--- src/hdl/b64d_pkg.sv ---
`timescale 1ns / 1ps
// b64d_pkg: shared types, constants and the character map of the base64 decoder
// no dependencies

package b64d_pkg;

  localparam int BYTE_W   = 8;
  localparam int SEXTET_W = 6;
  localparam int GROUP_W  = 3 * SEXTET_W;   // first three sextets of a group
  localparam int TRIPLE_W = 4 * SEXTET_W;   // full group, three bytes
  localparam int NB_W     = 2;              // byte count of a group, 1..3

  // group command queue between front and back
  localparam int QDEPTH = 4;
  localparam int QPTR_W = $clog2(QDEPTH);
  localparam int QCNT_W = $clog2(QDEPTH + 1);

  localparam logic [BYTE_W-1:0] CHAR_PLUS  = 8'h2B;
  localparam logic [BYTE_W-1:0] CHAR_SLASH = 8'h2F;
  localparam logic [BYTE_W-1:0] CHAR_PAD   = 8'h3D;

  localparam logic [1:0] POS_THIRD = 2'd2;
  localparam logic [1:0] POS_FOURTH = 2'd3;

  // one decoded group, or an error marker for a truncated text
  typedef struct packed {
    logic [TRIPLE_W-1:0] triple;
    logic [NB_W-1:0]     nbytes;
    logic                last;
    logic                error;
  } grp_cmd_t;

  // standard alphabet; pad and anything unknown give zero
  function automatic logic [SEXTET_W-1:0] sextet_of(input logic [BYTE_W-1:0] c);
    logic [BYTE_W-1:0] d;
    d = '0;
    if (c >= 8'h41 && c <= 8'h5A) begin
      d = c - 8'h41;
    end else if (c >= 8'h61 && c <= 8'h7A) begin
      d = c - 8'h61 + 8'd26;
    end else if (c >= 8'h30 && c <= 8'h39) begin
      d = c - 8'h30 + 8'd52;
    end else if (c == CHAR_PLUS) begin
      d = 8'd62;
    end else if (c == CHAR_SLASH) begin
      d = 8'd63;
    end
    return d[SEXTET_W-1:0];
  endfunction

endpackage

--- src/hdl/b64d_if.sv ---
`timescale 1ns / 1ps
// b64d_char_if, b64d_byte_if: valid/ready channels of the base64 decoder
// depends on b64d_pkg

interface b64d_char_if;
  import b64d_pkg::*;
  logic              valid;
  logic              ready;
  logic [BYTE_W-1:0] in_char;
  logic              in_last;

  modport source (output valid, in_char, in_last, input ready);
  modport sink   (input valid, in_char, in_last, output ready);
endinterface

interface b64d_byte_if;
  import b64d_pkg::*;
  logic              valid;
  logic              ready;
  logic [BYTE_W-1:0] out_byte;
  logic              out_last;
  logic              out_error;

  modport source (output valid, out_byte, out_last, out_error, input ready);
  modport sink   (input valid, out_byte, out_last, out_error, output ready);
endinterface

--- src/hdl/b64d_front.sv ---
`timescale 1ns / 1ps
// b64d_front: maps characters to sextets and gathers them into group commands
// depends on b64d_pkg, b64d_if

module b64d_front (
  input  logic                clk,
  input  logic                rst_n,
  b64d_char_if.sink           in_chan,
  output logic                push,
  output b64d_pkg::grp_cmd_t  push_cmd,
  input  logic                q_full
);
  import b64d_pkg::*;

  logic [GROUP_W-1:0]  group_bits_r, group_bits_nxt;
  logic [1:0]          group_count_r, group_count_nxt;
  logic                third_pad_r, third_pad_nxt;
  logic                accept;
  logic                is_pad;
  logic [SEXTET_W-1:0] sextet;
  logic [NB_W-1:0]     drop;

  assign in_chan.ready = !q_full;
  assign accept = in_chan.valid && in_chan.ready;
  assign is_pad = (in_chan.in_char == CHAR_PAD);
  assign sextet = sextet_of(in_chan.in_char);

  always_comb begin
    group_bits_nxt  = group_bits_r;
    group_count_nxt = group_count_r;
    third_pad_nxt   = third_pad_r;
    push            = 1'b0;
    push_cmd        = '0;
    drop            = {1'b0, in_chan.in_last && is_pad}
                    + {1'b0, in_chan.in_last && third_pad_r};
    if (accept) begin
      if (group_count_r != POS_FOURTH) begin
        group_bits_nxt  = {group_bits_r[GROUP_W-SEXTET_W-1:0], sextet};
        group_count_nxt = group_count_r + 2'd1;
        if (group_count_r == POS_THIRD) begin
          third_pad_nxt = is_pad;
        end
        if (in_chan.in_last) begin
          // text ended inside a group
          push            = 1'b1;
          push_cmd.nbytes = NB_W'(1);
          push_cmd.last   = 1'b1;
          push_cmd.error  = 1'b1;
          group_bits_nxt  = '0;
          group_count_nxt = '0;
          third_pad_nxt   = 1'b0;
        end
      end else begin
        push            = 1'b1;
        push_cmd.triple = {group_bits_r, sextet};
        push_cmd.nbytes = NB_W'(3) - drop;
        push_cmd.last   = in_chan.in_last;
        group_bits_nxt  = '0;
        group_count_nxt = '0;
        third_pad_nxt   = 1'b0;
      end
    end
  end

  always_ff @(posedge clk) begin
    if (!rst_n) begin
      group_bits_r  <= '0;
      group_count_r <= '0;
      third_pad_r   <= 1'b0;
    end else begin
      group_bits_r  <= group_bits_nxt;
      group_count_r <= group_count_nxt;
      third_pad_r   <= third_pad_nxt;
    end
  end

`ifndef NO_ASSERTIONS
  a_last_clears_group: assert property (@(posedge clk) disable iff (!rst_n)
    (accept && in_chan.in_last) |=> (group_count_r == '0 && !third_pad_r))
    else $error("group state not cleared after last character");
`endif

endmodule

--- src/hdl/b64d_queue.sv ---
`timescale 1ns / 1ps
// b64d_queue: short fifo of group commands between front and back
// depends on b64d_pkg

module b64d_queue (
  input  logic               clk,
  input  logic               rst_n,
  input  logic               push,
  input  b64d_pkg::grp_cmd_t push_cmd,
  output logic               full,
  input  logic               pop,
  output b64d_pkg::grp_cmd_t pop_cmd,
  output logic               empty
);
  import b64d_pkg::*;

  grp_cmd_t          mem_r [QDEPTH];
  logic [QPTR_W-1:0] wr_ptr_r;
  logic [QPTR_W-1:0] rd_ptr_r;
  logic [QCNT_W-1:0] count_r;

  assign full    = (count_r == QCNT_W'(QDEPTH));
  assign empty   = (count_r == '0);
  assign pop_cmd = mem_r[rd_ptr_r];

  always_ff @(posedge clk) begin
    if (push) begin
      mem_r[wr_ptr_r] <= push_cmd;
    end
  end

  always_ff @(posedge clk) begin
    if (!rst_n) begin
      wr_ptr_r <= '0;
      rd_ptr_r <= '0;
      count_r  <= '0;
    end else begin
      if (push) begin
        wr_ptr_r <= wr_ptr_r + QPTR_W'(1);
      end
      if (pop) begin
        rd_ptr_r <= rd_ptr_r + QPTR_W'(1);
      end
      count_r <= count_r + QCNT_W'(push) - QCNT_W'(pop);
    end
  end

`ifndef NO_ASSERTIONS
  a_no_overflow: assert property (@(posedge clk) disable iff (!rst_n)
    push |-> !full)
    else $error("push into full command queue");
  a_no_underflow: assert property (@(posedge clk) disable iff (!rst_n)
    pop |-> !empty)
    else $error("pop from empty command queue");
`endif

endmodule

--- src/hdl/b64d_back.sv ---
`timescale 1ns / 1ps
// b64d_back: unpacks group commands into byte transactions, one per cycle while out_chan is ready
// depends on b64d_pkg, b64d_if

module b64d_back (
  input  logic               clk,
  input  logic               rst_n,
  input  b64d_pkg::grp_cmd_t pop_cmd,
  input  logic               q_empty,
  output logic               pop,
  b64d_byte_if.source        out_chan
);
  import b64d_pkg::*;

  grp_cmd_t        cur_r;
  logic            busy_r;
  logic [NB_W-1:0] idx_r;
  logic            fire;
  logic            final_byte;

  assign final_byte = (idx_r == cur_r.nbytes - NB_W'(1));
  assign fire       = busy_r && out_chan.ready;
  assign pop        = !q_empty && (!busy_r || (fire && final_byte));

  assign out_chan.valid     = busy_r;
  assign out_chan.out_last  = cur_r.last && final_byte;
  assign out_chan.out_error = cur_r.error;

  always_comb begin
    unique case (idx_r)
      2'd0:    out_chan.out_byte = cur_r.triple[3*BYTE_W-1:2*BYTE_W];
      2'd1:    out_chan.out_byte = cur_r.triple[2*BYTE_W-1:BYTE_W];
      2'd2:    out_chan.out_byte = cur_r.triple[BYTE_W-1:0];
      default: out_chan.out_byte = '0;
    endcase
  end

  always_ff @(posedge clk) begin
    if (pop) begin
      cur_r <= pop_cmd;
    end
  end

  always_ff @(posedge clk) begin
    if (!rst_n) begin
      busy_r <= 1'b0;
      idx_r  <= '0;
    end else if (pop) begin
      busy_r <= 1'b1;
      idx_r  <= '0;
    end else if (fire && final_byte) begin
      busy_r <= 1'b0;
      idx_r  <= '0;
    end else if (fire) begin
      idx_r <= idx_r + NB_W'(1);
    end
  end

`ifndef NO_ASSERTIONS
  a_error_is_lone_zero: assert property (@(posedge clk) disable iff (!rst_n)
    (out_chan.valid && out_chan.out_error) |-> (out_chan.out_last && out_chan.out_byte == '0))
    else $error("error transaction without last flag or with data");
  a_idx_in_range: assert property (@(posedge clk) disable iff (!rst_n)
    busy_r |-> (idx_r < cur_r.nbytes))
    else $error("byte index past group byte count");
`endif

endmodule

--- src/hdl/base64_stream_decoder_core.sv ---
`timescale 1ns / 1ps
// base64_stream_decoder_core: top level of the streaming base64 decoder
// depends on b64d_pkg, b64d_if, b64d_front, b64d_queue, b64d_back
//
//   channel   | dir | payload                           | transaction
//   in_chan   | in  | in_char[7:0], in_last             | one text character
//   out_chan  | out | out_byte[7:0], out_last, out_error | one decoded byte or error
//
// one character accepted per cycle; the front stalls only when the 4-entry
// group queue is full
// one byte delivered per cycle while out_chan is ready; a group gives 1 to 3 bytes
// the first byte of a group is valid once its command is written into the queue
// and then popped into the back register; the back pops only when idle or when
// the final byte of its current group is taken
// rst_n is synchronous, active low; it clears group state, queue and output
// a stalled output holds its transaction while the front keeps filling the queue

module base64_stream_decoder_core (
  input  logic        clk,
  input  logic        rst_n,
  b64d_char_if.sink   in_chan,
  b64d_byte_if.source out_chan
);
  import b64d_pkg::*;

  // front to queue
  logic     push;
  grp_cmd_t push_cmd;
  logic     q_full;

  // queue to back
  logic     pop;
  grp_cmd_t pop_cmd;
  logic     q_empty;

  // character map and group gathering
  b64d_front u_front (
    .clk      (clk),
    .rst_n    (rst_n),
    .in_chan  (in_chan),
    .push     (push),
    .push_cmd (push_cmd),
    .q_full   (q_full)
  );

  // decouples the character side from the byte side
  b64d_queue u_queue (
    .clk      (clk),
    .rst_n    (rst_n),
    .push     (push),
    .push_cmd (push_cmd),
    .full     (q_full),
    .pop      (pop),
    .pop_cmd  (pop_cmd),
    .empty    (q_empty)
  );

  // byte unpacking and output register
  b64d_back u_back (
    .clk      (clk),
    .rst_n    (rst_n),
    .pop_cmd  (pop_cmd),
    .q_empty  (q_empty),
    .pop      (pop),
    .out_chan (out_chan)
  );

endmodule

--- src/flat_wrapper.sv ---
// flat-port wrapper written by rule: the top's interface ports become plain ports
module base64_stream_decoder_core_flat import b64d_pkg::*;
  (clk, rst_n, in_chan_valid, in_chan_in_char, in_chan_in_last, in_chan_ready, out_chan_valid, out_chan_out_byte, out_chan_out_last, out_chan_out_error, out_chan_ready);
  b64d_char_if in_chan_i ();
  b64d_byte_if out_chan_i ();
  input  logic clk;
  input  logic rst_n;
  input wire logic [$bits(in_chan_i.valid)-1:0] in_chan_valid;
  input wire logic [$bits(in_chan_i.in_char)-1:0] in_chan_in_char;
  input wire logic [$bits(in_chan_i.in_last)-1:0] in_chan_in_last;
  output wire logic [$bits(in_chan_i.ready)-1:0] in_chan_ready;
  output wire logic [$bits(out_chan_i.valid)-1:0] out_chan_valid;
  output wire logic [$bits(out_chan_i.out_byte)-1:0] out_chan_out_byte;
  output wire logic [$bits(out_chan_i.out_last)-1:0] out_chan_out_last;
  output wire logic [$bits(out_chan_i.out_error)-1:0] out_chan_out_error;
  input wire logic [$bits(out_chan_i.ready)-1:0] out_chan_ready;
  assign in_chan_i.valid = in_chan_valid;
  assign in_chan_i.in_char = in_chan_in_char;
  assign in_chan_i.in_last = in_chan_in_last;
  assign in_chan_ready = in_chan_i.ready;
  assign out_chan_valid = out_chan_i.valid;
  assign out_chan_out_byte = out_chan_i.out_byte;
  assign out_chan_out_last = out_chan_i.out_last;
  assign out_chan_out_error = out_chan_i.out_error;
  assign out_chan_i.ready = out_chan_ready;
  base64_stream_decoder_core u_core (.clk(clk), .rst_n(rst_n), .in_chan(in_chan_i), .out_chan(out_chan_i));
endmodule
--- config.mk ---
export PLATFORM = sky130hd
export DESIGN_NAME = base64_stream_decoder_core_flat
export DESIGN_NICKNAME = d
export VERILOG_FILES = /design/src/hdl/b64d_pkg.sv /design/src/hdl/b64d_if.sv /design/src/hdl/b64d_front.sv /design/src/hdl/b64d_queue.sv /design/src/hdl/b64d_back.sv /design/src/hdl/base64_stream_decoder_core.sv /design/src/flat_wrapper.sv
export SDC_FILE = /design/constraint.sdc
export NUM_CORES = 1
export LEC_CHECK = 0
export ABC_CLOCK_PERIOD_IN_PS = 7600
export BUFFER_PORTS_ARGS = -buffer_cell sky130_fd_sc_hd__buf_4
export CORE_ASPECT_RATIO = 2
export CORE_MARGIN = 4
export CORE_UTILIZATION = 66
export CTS_BUF_LIST = sky130_fd_sc_hd__clkbuf_8
export CTS_CLUSTER_SIZE = 10
export DETAILED_ROUTE_END_ITERATION = 8
export MAX_ROUTING_LAYER = met4
export PLACE_DENSITY_LB_ADDON = 0.2
export SLEW_MARGIN = 20
export SYNTH_ARGS = -nofsm -noshare
export SYNTH_HDL_FRONTEND = slang
export SYNTH_SLANG_ARGS = --single-unit
--- constraint.sdc ---
create_clock -name clk -period 7.6 [get_ports clk]
set_input_delay 0.38 -clock clk [delete_from_list [all_inputs] [get_ports clk]]
set_output_delay 0.38 -clock clk [all_outputs]
set_load 0.01 [all_outputs]
### Word level (Yosys, flattened, before mapping)

Memory sizes are Yosys's and may differ from the RTL's. A register that Yosys moved wholly into a read port is not among the register bits.
Index checks and enable logic that the tools add are counted.

* flip-flop bits (word level): 31
* RAM bits: 112
* logic and storage cells: 84
* memories: 1

Memory list
* u_core.u_queue.mem_r: words 4, width 28, rd ports 1, clocked after memory_dff 1, write ports 1, RTL line b64d_queue.sv:17 `grp_cmd_t mem_r [QDEPTH];`

* add/sub/neg operators: 14
* magnitude comparators: 6
* equality and inequality tests: 10
* muxes and demuxes: 25
* bitwise operators: 1
* reductions and logical operators: 19

Operators by type and width (count)
* $mux W18: 2
* $mux W6: 5
* $mux W28: 1
* $eq A8 B6 Y1 const B: 3
* $mux W24: 1
* $pmux W8 S3: 1
* $ge A8 B7 Y1 const B: 2
* $le A8 B7 Y1 const B: 2
* $sub A6 B6 Y6 const B: 2
* $mux W1: 11
* $logic_and A1 B1 Y1: 10
* $add A2 B1 Y2 const B: 4
* $ge A8 B6 Y1 const B: 1
* $le A8 B6 Y1 const B: 1
* $add A6 B5 Y6 const B: 1
* $add A6 B6 Y6 const B: 1
* $mux W3: 2
* $sub A6 B1 Y6 const B: 1
* $eq A2 B2 Y1 const B: 2
* $mux W2: 2
* $add A3 B1 Y3: 1
* $eq A3 B3 Y1 const B: 1
* $logic_not A1 Y1: 3
* $logic_not A3 Y1: 1
* other kinds (14): 14

### Depth between registers and ports, before layout

Gate-level depths: netlist of run 1.

* word-level depth: 8
* depth in mapped cells: 10

### Hierarchy

A second synthesis of run 1 with hierarchy kept.

* cell total of the unflattened synthesis: 465
* area, all modules: 7339.5 um2

By module, submodules not included
* b64d_queue: instances 1, cells each 189, area an instance 4533.1 um2
* b64d_front: instances 1, cells each 201, area an instance 1607.8 um2
* b64d_back: instances 1, cells each 75, area an instance 1198.6 um2

### Least setup slack after synthesis of run 1

Ideal clock, no wire load.

* path kind: reg-to-reg
* from: reg, netlist name u_core.u_back.cur_r[3]
* to: reg u_core.u_queue.count_r[2]
* library setup time: 0.115 ns
* arrival: 2.969 ns
* data required time: 7.485 ns
* setup slack: 4.516 ns
* cell stages (with the launch flop): 11
* period minus slack after synthesis: 3.084 ns
* cells stage by stage: edfxtp_1 -> xnor2_1 -> mux2i_1 -> o21ai_0 -> o31a_1 -> ha_1 -> inv_1 -> ha_1 -> fa_1 -> xnor2_1 -> and2_1

* cells in the longest elaborated chain, start to end: 6

RTL lines
* $sub A2 B1 Y2: RTL line b64d_back.sv:21 `assign final_byte = (idx_r == cur_r.nbytes - NB_W'(1));`
* $eq A2 B2 Y1: RTL line b64d_back.sv:21
* $logic_and A1 B1 Y1: RTL line b64d_back.sv:23 `assign pop = !q_empty && (!busy_r || (fire && final_byte));`
* $logic_or A1 B1 Y1: RTL line b64d_back.sv:23
* $logic_and A1 B1 Y1: RTL line b64d_back.sv:23
* net u_core.pop: RTL line base64_stream_decoder_core.sv:32 `logic pop;`
* $sub A3 B1 Y3: RTL line b64d_queue.sv:44 `count_r <= count_r + QCNT_W'(push) - QCNT_W'(pop);`
* end signal: assignment: RTL line b64d_queue.sv:44
* end: declaration: RTL line b64d_queue.sv:20 `logic [QCNT_W-1:0] count_r;`

The timed path passes the listed nets, and every way through them passes these cells.
A chain may end at the register's enable or synchronous reset.

### Worst setup path in the final report of run 1

* from: reg u_core.u_front.group_count_r[0]
* to: reg u_core.u_queue.count_r[2]

* cells in the longest elaborated chain, start to end: 5

RTL lines
* start: declaration: RTL line b64d_front.sv:16 `logic [1:0] group_count_r, group_count_nxt;`
* start signal: assignment: RTL line b64d_front.sv:72 `group_count_r <= group_count_nxt;`
* $ne A2 B2 Y1: RTL line b64d_front.sv:37 `if (group_count_r != POS_FOURTH) begin`
* $mux W1: RTL line b64d_front.sv:37
* $mux W1: RTL line b64d_front.sv:36 `if (accept) begin`
* $add A3 B1 Y3: RTL line b64d_queue.sv:44
* $sub A3 B1 Y3: RTL line b64d_queue.sv:44

Every way passes these cells.

==> impl_metrics.ini, run 1 <==
[die]
die_area_um2 = 12700
rows = 53
dieWidth_um = 81.8
die_y_um = 156
core_area_um2 = 10600
initial_core_util = 0.678
io_pins = 25

[global_route]
grt_max_degree = 40
grt_pass1_wl_um = 20300
track_usage = 0.227
gr-total-overflow = 0
antenna_found_initial = 0
grt_pass1_vias = 4091

[detailed_routing]
ant_nets = 0
avgViaCountPerCell = 6.18
vias = 3974
detail_route.wl_per_cell_um = 19.9
drtPass1Iterations = 5
drc = 0
wl_um = 12800
drt_iter0_markers = 290

[worst_hold_path]
min-delay-start = out_chan_ready
hold_end = u_core.u_back.idx_r[1]
worst_hold_path_type = primary input to flip-flop
hold_depth = 3

[placed_design]
pre_cts_ws_ps = 4470
portBuffers = 24
place_hpwl_um = 8840
routabilityCongestion = 0.958
dpl_cell_area_um2 = 7480

[timing]
setup_viol = 0
finClkSkew_ps = 10.0
grt_setup_unrepaired = false
tightest_slew_ps = 889
slew_violations = 0
max_slew_margin = 0.405
setup_tns_ps = 0
final.min_clock_period_ps = 2820
finalHoldViolations = 0
setup_slack_ps = 4780
min_period_over_period = 0.371
clock.fmax_mhz = 355

[critical_path]
critPathCaptureType = flip-flop
cp_slowest_cell = ha_1
r2r-start = u_core.u_front.group_count_r[0]
required_ps = 7930
r2r-end = u_core.u_queue.count_r[2]
critPathTopFamily = adder cells
crit_type = flip-flop to flip-flop
crit_buf_inv = 1
worstPathArrival_ps = 3150
cp_max_fo = 23
critical_path.startpoint_type = flip-flop
crit_path_max_incr_delay_ps = 610
crit_top_cell = ha_1
worst_r2r_path_depth = 9
r2r_slack_ps = 4780
cp_cell_sequence = ha_1 > or2_2 > nand2_1 > ha_1 > inv_1 > ha_1 > fa_1 > xnor2_1 > and2_1

[yosys]
synth.area.top_cells = edfxtp_1, mux4_2, dfxtp_1
synthTopCellsByCount = edfxtp_1, dfxtp_1, mux4_2
synth_most_common_cell = edfxtp_1
syn_area_um2 = 7190
postSynth.asyncResetShare = 0
synth_flop_cell = edfxtp_1
ys_warn_count = 0
yosysTopAreaCell = edfxtp_1
synth-edff-count = 140
syn-mean-instance-area_um2 = 15.3
synth.yosys.seq_area_share = 0.671
ys_seq_elements = 171
synth_top_area_frac = 0.584
synth_cells = 471
mappedNetlistNets = 507
ys_types = 53

[final_layout]
diodes = 0
layout.nets = 529
design_area_um2 = 7900
syn2layout_area_growth_pct = 9.83
n_fill_cell = 670
layout-drive-gt1-share = 0.194

[cts]
cts_tree = done
clk_latency_ps = 440
cts_setup_buffers = 0
cts_buffers = 17
cts_sinks = 171
htreeDepth = 4
cts-root-buf = clkbuf_8
clock_path_buffers = 2
postCtsHoldBufs = 0
clk_pin_slew_ps = 90
ctsResizeCount = 0

[run_status]
status = finished, final reports clean

[job]
maxCapViolations = 0

[pwr]
power.static_leakage_uw = 0.00270
p_total_uw = 2350
vdd_drop_max_mv = 0.311
cellPowerDensity_nw_per_um2 = 297
==> sequential cells by signal (all words and copies together) (netlist names), 2 cells and up <==
name	flops
u_core.u_front.group_bits_r	18
u_core.u_queue.mem_r	112
u_core.u_queue.rd_ptr_r	2
u_core.u_back.idx_r	2
u_core.u_back.cur_r	27
u_core.u_front.group_count_r	2
u_core.u_queue.wr_ptr_r	2
u_core.u_queue.count_r	3
==> metal layers <==
metal  vias up  part of all wire  routed length (um)  global-route usage
li1       1844                 -                   -                   -
met1      1978              0.36                4570               0.239
met2       121              0.57                7300               0.405
met3        31             0.038                 491              0.0387
met4         0             0.032                 409              0.0943
met5         -                 0                   0                   -
==> cell type report <==
cell class | count | area [um2] | share of cell area
Tap cell | 137 | 171 | 0.0217
Sequential cell | 171 | 4830 | 0.611
Multi-Input combinational cell | 256 | 2200 | 0.278
Clock buffer | 20 | 275 | 0.0348
Inverter | 17 | 63.8 | 0.00808
Clock inverter | 12 | 138 | 0.0174
Timing Repair Buffer | 30 | 225 | 0.0285
==> placed cells by master, fill, tap and decap left out, types with 8 or more instances in the layout <==
cell and instances:
nor2b_1 8, o21ai_0 8, and2_1 8, and3_1 24
clkbuf_8 20, buf_4 30, edfxtp_1 140, nand2_1 25
dfxtp_1 30, mux4_2 28, a21boi_0 16, a21oi_1 10
ha_1 22, nor2_1 21, a222oi_1 8, inv_1 17
nand3_1 19
==> through the flow <==
stage	hold WS, ps	util	std cells
2_1_floorplan	436	-	471
3_3_place_gp	445	0.705	611
3_5_place_dp	451	0.705	611
4_1_cts	205	0.744	643
5_1_grt	216	0.745	643
6_report	245	0.745	643
==> power by group <==
group | switching, uW | leakage [uW] | internal, uW
combinational | 238 | 0.00102 | 226
sequential | 77.7 | 0.00147 | 1170
clock | 315 | 0.000208 | 322
total | 630 | 0.00270 | 1720
==> worst min-delay path: stages <==
cell and delay (ps):
buf_4 120, nand4_1 80, a21oi_1 60
==> how the worst max path moves through the flow <==
stage	start	endpoint	depth (start not counted)
final	u_core.u_front.group_count_r[0]	u_core.u_queue.count_r[2]	9
after global routing	u_core.u_front.group_count_r[0]	u_core.u_queue.count_r[2]	9
after CTS	u_core.u_queue.count_r[1]	u_core.u_queue.count_r[2]	10
after detailed placement	u_core.u_queue.count_r[1]	u_core.u_queue.count_r[2]	10
after global placement	u_core.u_queue.count_r[1]	u_core.u_queue.count_r[2]	10
after floorplan	u_core.u_back.cur_r[3]	u_core.u_queue.count_r[2]	10
==> cell families after synthesis <==
kind of cell	share of synthesized area
compound gates	0.0678
simple gates	0.0955
mux	0.0890
fa+ha+maj	0.0410
xor+xnor	0.0122
buf+inv	0.0238
flops	0.671
No activity file was read; power rests on OpenSTA's default activity.
==> inputs of run 2 (changes only) <==
ABC_CLOCK_PERIOD_IN_PS = 2600   (was 7600)
CORE_UTILIZATION = 64   (was 66)
clock period = 2.6 ns   (was 7.6 ns; I/O delays follow)
==> run 2 against run 1 <==
Against the previous run: setup slack got worse by 4700 ps; clock skew rose by 3.1 ps; design area grew 2.2%; fmax grew 10%; utilization shrank 0.69 points; power grew to 3.0 times the previous value; sequential share of layout area is 1.3 points lower; die area is 2.9% higher; flip-flop and latch count is the same; first-iteration DRC count is 20% higher; critical endpoint unchanged.
==> impl_metrics.ini, run 2 (synthesis results as in run 1) <==
[run_status]
status = finished, final reports clean

[detailed_routing]
drtPass1Iterations = 6
detail_route.wl_per_cell_um = 21.6
avgViaCountPerCell = 6.14
drc = 0
vias = 4035
wl_um = 14200
drt_iter0_markers = 347
ant_nets = 0

[pwr]
power.static_leakage_uw = 0.00278
vdd_drop_max_mv = 0.517
cellPowerDensity_nw_per_um2 = 872

[placed_design]
dpl_cell_area_um2 = 7620
portBuffers = 24
place_hpwl_um = 9440
routabilityCongestion = 0.869

[die]
die_y_um = 158
core_area_um2 = 10900
dieWidth_um = 83.0
rows = 54
initial_core_util = 0.657
die_area_um2 = 13100
io_pins = 25

[job]
maxCapViolations = 0

[worst_hold_path]
worst_hold_path_type = primary input to flip-flop
hold_end = u_core.u_front.group_count_r[0]
min-delay-start = in_chan_in_last
hold_depth = 4

[global_route]
track_usage = 0.237
grt_pass1_wl_um = 22300
gr-total-overflow = 0
grt_pass1_vias = 4200
gr-max-usage-layer = met2
grt_use_met2 = 0.435
antenna_found_initial = 0
grt_use_met3 = 0.0370
grt_max_degree = 39
use_met1 = 0.246

[cts]
cts_buffers = 17
clk_latency_ps = 440
clock_path_buffers = 2
htreeDepth = 4
clk_pin_slew_ps = 80
cts-root-buf = clkbuf_8
cts_sinks = 171
cts_tree = done

[final_layout]
largest_register = u_core.u_queue.mem_r
largest_register_ffs = 112
design_area_um2 = 8080
final_cell_mix = edfxtp_1, buf_4, dfxtp_1, mux4_2, nand2_1
layout-drive-gt1-share = 0.215
mostFrequentLayoutCell = edfxtp_1
syn2layout_area_growth_pct = 12.2
diodes = 0
top_regs = u_core.u_queue.mem_r (112), u_core.u_back.cur_r (27), u_core.u_front.group_bits_r (18)
layout.nets = 540

[timing]
max_slew_margin = 0.587
setup_viol = 0
finClkSkew_ps = 13.1
slew_violations = 0
finalHoldViolations = 0
final.min_clock_period_ps = 2560
tightest_slew_ps = 617
min_period_over_period = 0.984
clock.fmax_mhz = 391
hold_ws_ps = 59.9

[critical_path]
crit_type = flip-flop to flip-flop
worstSetupPathDepth = 10
r2r-end = u_core.u_queue.count_r[2]
critical_path.startpoint_type = flip-flop
worst_r2r_path_depth = 10
crit_buf_inv = 1
cp_slowest_cell = edfxtp_1
crit_top_cell = ha_1
required_ps = 2940
cp_max_fo = 3
critPathCaptureType = flip-flop
r2r-start = u_core.u_back.cur_r[3]
r2r_slack_ps = 40
cp_cell_sequence = xnor2_2 > mux2i_2 > o21ai_2 > o31a_4 > ha_1 > inv_1 > ha_1 > fa_1 > xnor2_1 > and2_1
critPathTopFamily = adder cells
crit_path_max_incr_delay_ps = 430
worstPathArrival_ps = 2890
[run 2: cell count changes in the layout (fill, tap and decap cells not counted), sizes merged]
cell,previous run,this run
dlygate4sd3,0,1
clkinvlp,1,2
clkbuf,20,19
inv,20,24
clkinv,6,2
buf,30,40
[run 2: worst min-delay path, cell delays in order]
cell and delay [ps]:
buf_4 110, nor3_1 50, a21oi_1 100, nor2b_1 50
[run 2: what timing repair did]
action	4_1_cts	5_1_grt
pin swaps	0	1
buffers inserted	0	2
setup endpoints to repair	1	2
hold buffers	1	0
hold endpoints to repair	1	0
resized for setup	1	3
[run 2: cell type report]
type | count | area (um2)
clock inverters | 13 | 154
inverters | 17 | 63.8
multi-input cells | 256 | 2220
repair buffers | 41 | 373
clock buffers | 19 | 262
flip-flops and latches | 171 | 4830
well taps | 140 | 175
fillers | 691 | 2870
[run 2: routing by layer]
metal	routed length, um	vias to the layer above
met5	0	-
met4	453	0
met3	551	28
met2	8160	137
met1	5000	2000
li1	-	1870
[run 2: through the flow]
stage	cells	TNS [ps]	setup WS, ps	power [uW]	util
after floorplan	471	0	33.7	4610	-
after global placement	622	0	159	5120	0.696
after detailed placement	622	-2.78	-2.78	5200	0.696
after CTS	655	0	37.1	7070	0.736
after global routing	657	-24.7	-24.7	7400	0.738
final	657	0	42.4	7040	0.738
[run 2: worst max-delay path by stage]
stage | from | to | slack, ps
6_report | u_core.u_back.cur_r[3] | u_core.u_queue.count_r[2] | 40
3_3_place_gp | u_core.u_back.cur_r[3] | u_core.u_queue.count_r[2] | 160
4_1_cts | u_core.u_back.cur_r[3] | u_core.u_queue.count_r[2] | 40
5_1_grt | u_core.u_back.cur_r[3] | u_core.u_queue.count_r[2] | -20
2_1_floorplan | u_core.u_back.cur_r[3] | u_core.u_queue.count_r[2] | 30
3_5_place_dp | u_core.u_back.cur_r[3] | u_core.u_queue.count_r[2] | -3
[run 2: report_power, final]
part	internal [uW]	switching, uW	total, uW
registers	3420	179	3600
clock network	932	944	1880
logic	750	815	1570
total	5110	1940	7040
==> inputs of run 3 (changes only) <==
SETUP_SLACK_MARGIN = 0.15   (was unset)
==> run 3 against run 2 <==
Against the previous run: flip-flop and latch count did not move; power fell by 2.5%; design area fell by 0.43%; via count rose by 2.2%; critical path depth did not move; first-iteration DRC count fell by 21%; critical path type unchanged; largest power group unchanged.
==> impl_metrics.ini, run 3 (synthesis results as in run 1) <==
[die]
die_area_um2 = 13100
die_y_um = 158
core_area_um2 = 10900
initial_core_util = 0.657
io_pins = 25
dieWidth_um = 83.0
rows = 54

[detailed_routing]
drc = 0
avgViaCountPerCell = 6.30
drtPass1Iterations = 5
vias = 4123
drt_iter0_markers = 273
wl_um = 13700
ant_nets = 0
detail_route.wl_per_cell_um = 21.0

[critical_path]
worstPathArrival_ps = 2790
required_ps = 2940
cp_max_fo = 3
r2r-start = u_core.u_back.cur_r[3]
critPathCaptureType = flip-flop
critical_path.startpoint_type = flip-flop
crit_type = flip-flop to flip-flop
crit_path_start = u_core.u_back.cur_r[3]

[timing]
finClkSkew_ps = 11.2
max_slew_margin = 0.702
tightest_slew_ps = 445
grt_setup_unrepaired = true
setup_tns_ps = 0
clock.fmax_mhz = 409
min_period_over_period = 0.941
finalHoldViolations = 0
setup_viol = 0
slew_violations = 0
final.min_clock_period_ps = 2450
setup_slack_ps = 152

[pwr]
swShare = 0.287
pwr-share-seq = 0.527
vdd_drop_max_mv = 0.551
clock_power_share = 0.235
switching_power_uw = 1970
cellPowerDensity_nw_per_um2 = 854
power.static_leakage_uw = 0.00273
intPower_uw = 4900
combPwrFrac = 0.238

[final_layout]
mostFrequentLayoutCell = edfxtp_1
layout.nets = 537
largest_register = u_core.u_queue.mem_r
top_regs = u_core.u_queue.mem_r (112), u_core.u_back.cur_r (27), u_core.u_front.group_bits_r (18)
n_fill_cell = 688
final_cell_mix = edfxtp_1, buf_4, dfxtp_1, mux4_2, nand2_1
layout-drive-gt1-share = 0.218
syn2layout_area_growth_pct = 11.8
largest_register_ffs = 112
diodes = 0

[global_route]
grt_pass1_vias = 4212
grt_max_degree = 39
gr-total-overflow = 0
track_usage = 0.228
antenna_found_initial = 0
grt_pass1_wl_um = 21800

[cts]
clk_latency_ps = 450
cts-root-buf = clkbuf_8
cts_tree = done
cts_sinks = 171
clock_path_buffers = 2
htreeDepth = 4
clk_pin_slew_ps = 80
cts_buffers = 17

[placed_design]
routabilityCongestion = 0.939
place_hpwl_um = 9430
portBuffers = 24
pre_cts_ws_ps = 86.7

[run_status]
status = finished, final reports clean

[worst_hold_path]
worst_hold_path_type = primary input to flip-flop
min-delay-start = in_chan_in_last

[job]
maxCapViolations = 0
## run 3: final timing paths
kind	to	slack [ps]	cells past startpoint
worst min register to register	u_core.u_front.group_bits_r[15]	460	2
worst min-delay path	u_core.u_front.group_count_r[0]	50	4
worst max-delay path	u_core.u_queue.count_r[2]	150	10
worst max register to register	u_core.u_queue.count_r[2]	150	10
## run 3: cell type report
cell class | count | area, um2 | share of cell area
well taps | 140 | 175 | 0.0218
clock inverters | 15 | 121 | 0.0151
clock buffers | 17 | 234 | 0.0291
repair buffers | 38 | 363 | 0.0451
flip-flops and latches | 171 | 4830 | 0.600
inverters | 17 | 63.8 | 0.00794
multi-input cells | 256 | 2260 | 0.281
## run 3: worst max-delay path, cell delays in order (launching register included)
cell,delay (ps)
edfxtp_1,430
xnor2_2,260
mux2i_2,300
o21ai_2,100
o31a_4,130
ha_4,270
inv_2,40
ha_4,150
fa_2,350
xnor2_2,140
and2_1,170
## run 3: power groups by stage
stage / clock network, uW / logic, uW / registers [uW]
after floorplan: 0 / 1050 / 3580
after global placement: 0 / 1490 / 3660
after detailed placement: 0 / 1560 / 3680
after CTS: 1650 / 1590 / 3620
after global routing: 1800 / 1770 / 3650
final: 1620 / 1630 / 3620
## run 3: repair_timing
item,4_1_cts,5_1_grt
setup buffers,1,1
pin swaps,1,5
setup endpoints to repair,2,2
hold endpoints to repair,1,0
hold buffers,1,0
resized for setup,2,3
## run 3: layer usage
layer,share of wire,GRT usage,vias up
met5,0,-,-
met4,0.024,0.0764,0
met3,0.036,0.0484,33
met2,0.59,0.434,140
met1,0.35,0.229,2077
li1,-,-,1873
## run 3: stage by stage
step | util | hold slack, ps | area [um2] | instances | power (uW)
after global placement | 0.698 | 439 | 7630 | 619 | 5140
after global routing | 0.735 | 75.9 | 8040 | 654 | 7220
after detailed placement | 0.698 | 454 | 7630 | 619 | 5240
after floorplan | - | 303 | 7230 | 471 | 4640
final | 0.735 | 50.1 | 8040 | 654 | 6870
after CTS | 0.732 | 31.4 | 8020 | 653 | 6860
